$ cat src/hdl/ttrc_pkg.sv
// ttrc_pkg: shared types and constants for the three-term recurrence checksum.
// No dependencies; imported by every module of the block.
`timescale 1ns / 1ps
package ttrc_pkg;

  localparam int TermWidth   = 16;
  localparam int IndexWidth  = 8;
  localparam int ByteWidth   = 8;

  localparam int AlphaStep   = 17;
  localparam int BetaStep    = 31;
  localparam int FirstOffset = 7;
  localparam int ModM        = 65535;

  typedef logic [TermWidth-1:0]  term_t;
  typedef logic [IndexWidth-1:0] index_t;
  typedef logic [ByteWidth-1:0]  byte_t;

  localparam term_t FIRST_PREV = term_t'(1);

endpackage

$ cat src/hdl/ttrc_in_if.sv
// ttrc_in_if: byte request channel (valid/ready plus message byte and last flag).
// Depends on ttrc_pkg.
`timescale 1ns / 1ps
interface ttrc_in_if;
  logic                 valid;
  logic                 ready;
  ttrc_pkg::byte_t      data_byte;
  logic                 last_byte;

  modport source (output valid, output data_byte, output last_byte, input ready);
  modport sink   (input valid, input data_byte, input last_byte, output ready);
endinterface

$ cat src/hdl/ttrc_out_if.sv
// ttrc_out_if: checksum result channel (valid/ready plus 16-bit checksum).
// Depends on ttrc_pkg.
`timescale 1ns / 1ps
interface ttrc_out_if;
  logic                 valid;
  logic                 ready;
  ttrc_pkg::term_t      checksum;

  modport source (output valid, output checksum, input ready);
  modport sink   (input valid, input checksum, output ready);
endinterface

$ cat src/hdl/ttrc_term_calc.sv
// ttrc_term_calc: combinational next term of the recurrence, mod 65535.
// Two constant-coefficient products, difference with wrap correction, end-around fold.
// Depends on ttrc_pkg.
`timescale 1ns / 1ps
module ttrc_term_calc (
  input  ttrc_pkg::byte_t  data_byte,
  input  ttrc_pkg::index_t byte_index,
  input  ttrc_pkg::term_t  cur_term,
  input  ttrc_pkg::term_t  prev_term,
  output ttrc_pkg::term_t  new_term
);
  import ttrc_pkg::*;

  localparam int XWidth = ByteWidth + 1 + TermWidth;
  localparam int YWidth = IndexWidth + TermWidth;
  localparam logic [XWidth-1:0] WRAP_BIAS = XWidth'(ModM * 256 + 1);

  index_t              alpha;
  index_t              beta;
  logic [ByteWidth:0]  coef;
  logic [XWidth-1:0]   x;
  logic [YWidth-1:0]   y;
  logic [XWidth-1:0]   diff;
  logic [TermWidth:0]  fold1;
  term_t               fold2;

  always_comb begin
    alpha = IndexWidth'(byte_index * index_t'(AlphaStep));
    beta  = IndexWidth'(byte_index * index_t'(BetaStep));
    coef  = {1'b0, data_byte} + {1'b0, alpha};
    x     = XWidth'(coef) * XWidth'(cur_term);
    y     = YWidth'(beta) * YWidth'(prev_term);
    if (x >= XWidth'(y)) begin
      diff = x - XWidth'(y);
    end else begin
      diff = x + WRAP_BIAS - XWidth'(y);
    end
    // fold 2^16 = 1 mod 65535
    fold1 = {1'b0, diff[TermWidth-1:0]} + (TermWidth+1)'(diff[XWidth-1:TermWidth]);
    fold2 = fold1[TermWidth-1:0] + term_t'(fold1[TermWidth]);
    new_term = (fold2 == term_t'(ModM)) ? '0 : fold2;
  end

endmodule

$ cat src/hdl/ttrc_out_reg.sv
// ttrc_out_reg: output register stage of the checksum channel.
// Holds one result while the receiver stalls. Depends on ttrc_pkg, ttrc_out_if.
`timescale 1ns / 1ps
module ttrc_out_reg (
  input  logic            clk,
  input  logic            rst,
  input  logic            load,
  input  ttrc_pkg::term_t data,
  output logic            free,
  ttrc_out_if.source      sum
);
  import ttrc_pkg::*;

  logic  valid;
  term_t checksum;

  assign free         = !valid || sum.ready;
  assign sum.valid    = valid;
  assign sum.checksum = checksum;

  always_ff @(posedge clk) begin
    if (rst) begin
      valid <= 1'b0;
    end else if (free) begin
      valid <= load;
    end
    if (free && load) begin
      checksum <= data;
    end
  end

endmodule

$ cat src/hdl/three_term_recurrence_checksum_unit.sv
// three_term_recurrence_checksum_unit: top level of the recurrence checksum.
// Depends on ttrc_pkg, ttrc_in_if, ttrc_out_if, ttrc_term_calc, ttrc_out_reg.
//
// Usage:
//   msg carries one message byte per request, with last_byte set on the final
//   byte. sum carries one 16-bit checksum per message, the recurrence term
//   after the last byte.
//   A request is taken into an input register; from there the term
//   logic updates the recurrence state, and on a last byte the checksum is
//   loaded into the output register once that register is free. The checksum
//   reaches sum through the input register and then the output register.
//   Throughput is one byte per cycle while no final byte waits, set by the
//   state update (two multiplies and an end-around fold) that each byte needs.
//   While sum is stalled, non-final bytes keep flowing; a final byte waits in
//   the input register until the output register frees.
//   Reset clears both handshake stages and returns the state to the start of
//   a message (previous term 1, current term 0, index 0, first byte expected).
`timescale 1ns / 1ps
module three_term_recurrence_checksum_unit (
  input  logic       clk,
  input  logic       rst,
  ttrc_in_if.sink    msg,
  ttrc_out_if.source sum
);
  import ttrc_pkg::*;

  logic   in_valid;
  byte_t  in_data;
  logic   in_last;

  term_t  prev_term;
  term_t  cur_term;
  index_t byte_index;
  logic   expect_first;

  term_t  new_term;
  term_t  term_next;
  logic   out_free;
  logic   advance;
  logic   emit;

  ttrc_term_calc u_calc (
    .data_byte  (in_data),
    .byte_index (byte_index),
    .cur_term   (cur_term),
    .prev_term  (prev_term),
    .new_term   (new_term)
  );

  always_comb begin
    term_next = expect_first ? (term_t'(in_data) + term_t'(FirstOffset)) : new_term;
    advance   = in_valid && (!in_last || out_free);
    emit      = advance && in_last;
  end

  assign msg.ready = !in_valid || advance;

  ttrc_out_reg u_out (
    .clk  (clk),
    .rst  (rst),
    .load (emit),
    .data (term_next),
    .free (out_free),
    .sum  (sum)
  );

  always_ff @(posedge clk) begin
    if (rst) begin
      in_valid <= 1'b0;
    end else if (msg.ready) begin
      in_valid <= msg.valid;
    end
    if (msg.valid && msg.ready) begin
      in_data <= msg.data_byte;
      in_last <= msg.last_byte;
    end
  end

  always_ff @(posedge clk) begin
    if (rst) begin
      prev_term    <= FIRST_PREV;
      cur_term     <= '0;
      byte_index   <= '0;
      expect_first <= 1'b1;
    end else if (advance) begin
      if (in_last) begin
        prev_term    <= FIRST_PREV;
        cur_term     <= '0;
        byte_index   <= '0;
        expect_first <= 1'b1;
      end else begin
        prev_term    <= expect_first ? FIRST_PREV : cur_term;
        cur_term     <= term_next;
        byte_index   <= byte_index + index_t'(1);
        expect_first <= 1'b0;
      end
    end
  end

endmodule

$ cat src/flat_wrapper.sv
// flat-port wrapper written by rule: the top's interface ports become plain ports
module three_term_recurrence_checksum_unit_flat import ttrc_pkg::*;
  (clk, rst, msg_valid, msg_data_byte, msg_last_byte, msg_ready, sum_valid, sum_checksum, sum_ready);
  ttrc_in_if msg_i ();
  ttrc_out_if sum_i ();
  input  logic clk;
  input  logic rst;
  input wire logic [$bits(msg_i.valid)-1:0] msg_valid;
  input wire logic [$bits(msg_i.data_byte)-1:0] msg_data_byte;
  input wire logic [$bits(msg_i.last_byte)-1:0] msg_last_byte;
  output wire logic [$bits(msg_i.ready)-1:0] msg_ready;
  output wire logic [$bits(sum_i.valid)-1:0] sum_valid;
  output wire logic [$bits(sum_i.checksum)-1:0] sum_checksum;
  input wire logic [$bits(sum_i.ready)-1:0] sum_ready;
  assign msg_i.valid = msg_valid;
  assign msg_i.data_byte = msg_data_byte;
  assign msg_i.last_byte = msg_last_byte;
  assign msg_ready = msg_i.ready;
  assign sum_valid = sum_i.valid;
  assign sum_checksum = sum_i.checksum;
  assign sum_i.ready = sum_ready;
  three_term_recurrence_checksum_unit u_core (.clk(clk), .rst(rst), .msg(msg_i), .sum(sum_i));
endmodule
$ cat config.mk
export PLATFORM = sky130hd
export DESIGN_NAME = three_term_recurrence_checksum_unit_flat
export DESIGN_NICKNAME = d
export VERILOG_FILES = /design/src/hdl/ttrc_pkg.sv /design/src/hdl/ttrc_in_if.sv /design/src/hdl/ttrc_out_if.sv /design/src/hdl/ttrc_term_calc.sv /design/src/hdl/ttrc_out_reg.sv /design/src/hdl/three_term_recurrence_checksum_unit.sv /design/src/flat_wrapper.sv
export SDC_FILE = /design/constraint.sdc
export NUM_CORES = 1
export LEC_CHECK = 0
export BUFFER_PORTS_ARGS = -buffer_cell sky130_fd_sc_hd__buf_2
export CORE_MARGIN = 5
export CORE_UTILIZATION = 41
export DETAILED_ROUTE_END_ITERATION = 10
export GPL_TIMING_DRIVEN = 0
export PLACE_DENSITY = 0.59
export SYNTH_ARGS = -nofsm -noshare
export SYNTH_HDL_FRONTEND = slang
export SYNTH_SLANG_ARGS = --single-unit
$ cat constraint.sdc
create_clock -name clk -period 20 [get_ports clk]
set_input_delay 2 -clock clk [delete_from_list [all_inputs] [get_ports clk]]
set_output_delay 2 -clock clk [all_outputs]
set_load 0.1 [all_outputs]
==> impl_metrics.py <==
metrics = {
    "synth": {
        "syn_area_per_cell_um2": 8.15,
        "synth-edff-count": 25,
        "yosys.area.top_type_share_pct": 24.8,
        "syn_inst": 2020,
        "synthFlopType": "dfxtp_1",
        "ys_types": 79,
        "synth_nets": 2426,
        "yosys.area.top_type": "fa_1",
        "syn-cell-area_mm2": 0.0165,
        "async_reset_ff_share_pct": 0,
        "yosysWarningCount": 0,
        "synth-seq-cells": 68,
        "synthTopCellsByArea": "fa_1, ha_1, inv_1",
        "ys_seq_area_share_pct": 9.79,
    },
    "cells_and_area": {
        "synthToLayoutAreaGrowth_pct": 6.60,
        "drive_gt1_share_pct": 3.78,
        "fin_nets": 2467,
        "fillers": 3978,
        "multi_input_area_mm2": 0.0133,
        "seq_area_mm2": 0.00161,
    },
    "routing": {
        "drc_errors": 0,
        "vias": 14016,
        "viasPerCell": 5.41,
        "first_pass_iters": 6,
        "wl_per_cell_um": 17.9,
        "wirelength_um": 46300,
        "ant_nets": 0,
        "drtIter0Drc": 1038,
    },
    "timing": {
        "setup_viol": 0,
        "rsz0062_at_grt": "no",
        "setup_tns_ns": 0,
        "fmax_mhz": 54.7,
        "slew_viol_final": 0,
        "slew_headroom_pct": 24.0,
        "post-route-min-period_ns": 18.27,
        "final_hold_viol_count": 0,
        "fin_skew_ns": 0.00684,
        "fin_crit_sh_pct": 91.3,
        "finalWorstSetupSlack_ns": 1.73,
        "whs_ns": 0.491,
        "worstMarginPinSlew_ns": 1.11,
    },
    "clock_tree": {
        "cts.repair.resized": 0,
        "cts_hold_buf": 0,
        "cts-root-buf": "clkbuf_16",
        "cts_tree": "built",
        "clk_pin_slew_ns": 0.06,
        "cts_setup_buffers": 0,
        "cts_sinks": 68,
        "cts-htree-levels": 3,
        "insertion_delay_ns": 0.33,
        "cts_buffers": 9,
        "cts.path.max_buffers": 2,
    },
    "status": {
        "status": "complete, no violations",
    },
    "place": {
        "port_buffers": 30,
        "dp_slack_ns": 2.09,
        "routabilityCongestion": 0.979,
        "hpwl_um": 39200,
    },
    "global_routing": {
        "antenna_found_initial": 0,
        "first_global_vias": 13795,
        "grt_max_degree": 19,
        "overflow": 0,
        "track_usage_pct": 20.6,
        "grt_first_pass_wirelength_um": 73900,
    },
    "floorplan": {
        "fp.dieArea_mm2": 0.0443,
        "start_util_pct": 41.4,
        "fp.dieW_um": 210,
        "num_rows": 73,
        "ios": 31,
        "die_h_um": 210,
        "core_area_mm2": 0.0397,
    },
    "run": {
        "cap_violations": 0,
    },
    "critical_path": {
        "worstPathRequired_ns": 20.05,
        "critPathMostFrequentCell": "inv_1",
        "critical_path_class": "reg2reg",
        "worstSetupEndpointType": "flip-flop",
        "slowest_stage": "a221oi_1",
        "cp-start-kind": "flip-flop",
        "worst_path_largest_cell_delay_ns": 0.73,
        "worstPathArrival_ns": 18.31,
        "ff2ff_setup_slack_ns": 1.73,
        "critPathMaxFanout": 10,
    },
    "worst_hold_path": {
        "worstHoldPathType": "reg2reg",
    },
}
[registers in the layout (all words and copies together) (netlist names)]
name and cells:
u_core.byte_index 8, u_core.cur_term 16, u_core.expect_first 1, u_core.in_data 8
u_core.in_last 1, u_core.in_valid 1, u_core.prev_term 16, u_core.u_out.sum.checksum 16
u_core.u_out.sum.valid 1
[kinds of logic after synthesis]
logic type	after synthesis	synth area share, %
xor gates and xnor gates	115	6.12
adders and majority gates	393	39.2
AOI/OAI and AO/OA	321	13.2
buffers and inverters	413	9.54
DFF	68	9.79
muxes	17	1.06
and+or+nand+nor	693	21.1
[path summary, 6_finish.rpt]
check	from	endpoint	cells past startpoint
setup / recovery	u_core.byte_index[2]	u_core.u_out.sum.checksum[8]	63
hold / removal	u_core.cur_term[1]	u_core.prev_term[1]	2
setup reg to reg	u_core.byte_index[2]	u_core.u_out.sum.checksum[8]	63
hold reg to reg	u_core.cur_term[1]	u_core.prev_term[1]	2
[synth_stat cells, types with 7 or more instances]
library cell  number
o21a_1            17
a2111oi_0          7
a21o_1            18
edfxtp_1          25
nor3_1            40
inv_1            340
o211ai_1           7
xor2_1            33
ha_1             189
nand3b_1          11
nand2b_1          16
nand4_1           15
nand3_1           39
a21oi_1          103
or3_1              9
nor4_1            16
nor2_1           113
and3_1            16
clkbuf_1          60
or2_2              8
dfxtp_1           43
o21ai_0           40
a31oi_1           16
a211oi_1           8
nand2_1          223
o31ai_1           21
nor2b_1           26
and2_1           134
xnor2_1           82
mux2i_1           13
fa_1             204
o21bai_1          20
and4_1             7
[stage by stage]
stage | std cells | utilization, % | cell area (um^2)
2_1_floorplan | 2020 | - | 16500
3_5_place_dp | 2575 | 43.5 | 17300
5_1_grt | 2591 | 44.2 | 17600
3_3_place_gp | 2575 | 43.5 | 17300
4_1_cts | 2591 | 44.2 | 17600
6_report | 2592 | 44.2 | 17600
[metal layers]
layer	wire length [um]	GRT usage (%)	up-vias
met5	0	0	-
met4	996	3.96	0
met3	2580	2.49	59
met2	22200	35.3	416
met1	20500	28.5	6867
li1	-	-	6674
[worst max-delay path: cells and delay by family (launching register included)]
kind | cells | cell delay, ns
adder cells (fa/ha/maj) | 13 | 5.31
buffers and inverters | 13 | 2.71
AND/OR/NAND/NOR | 13 | 2.58
AO/OA/AOI/OAI | 21 | 5.37
flip-flops | 1 | 0.65
XOR/XNOR | 3 | 1.36
[cell type report]
type                    count  share of cell area [%]
multi-input cells        1539                    75.7
flip-flops and latches     68                    9.18
inverters                 343                    7.33
well taps                 525                    3.74
plain buffers              70                    1.61
clock buffers              12                    1.45
repair buffers             30                   0.855
clock inverters             4                   0.135
diodes                      1                  0.0143
[cells in the final DEF (no fill, tap or decap), drive strengths merged, types with 16 or more instances in the layout]
cell and instances:
inv 344, nand2 223, fa 204, ha 189, and2 134, nor2 113, a21oi 103, xnor2 82
clkbuf 72, o21ai 48, dfxtp 43, nor3 41, nand3 40, buf 40, xor2 33, nor2b 27
edfxtp 25, o31ai 21, o21bai 20, a21o 18, o21a 17, nand2b 16, a31oi 16, and3 16
nor4 16
Power is left out: the tool's default activity adds up to more than one toggle a clock period on the data nets, which glitch-free logic cannot reach.
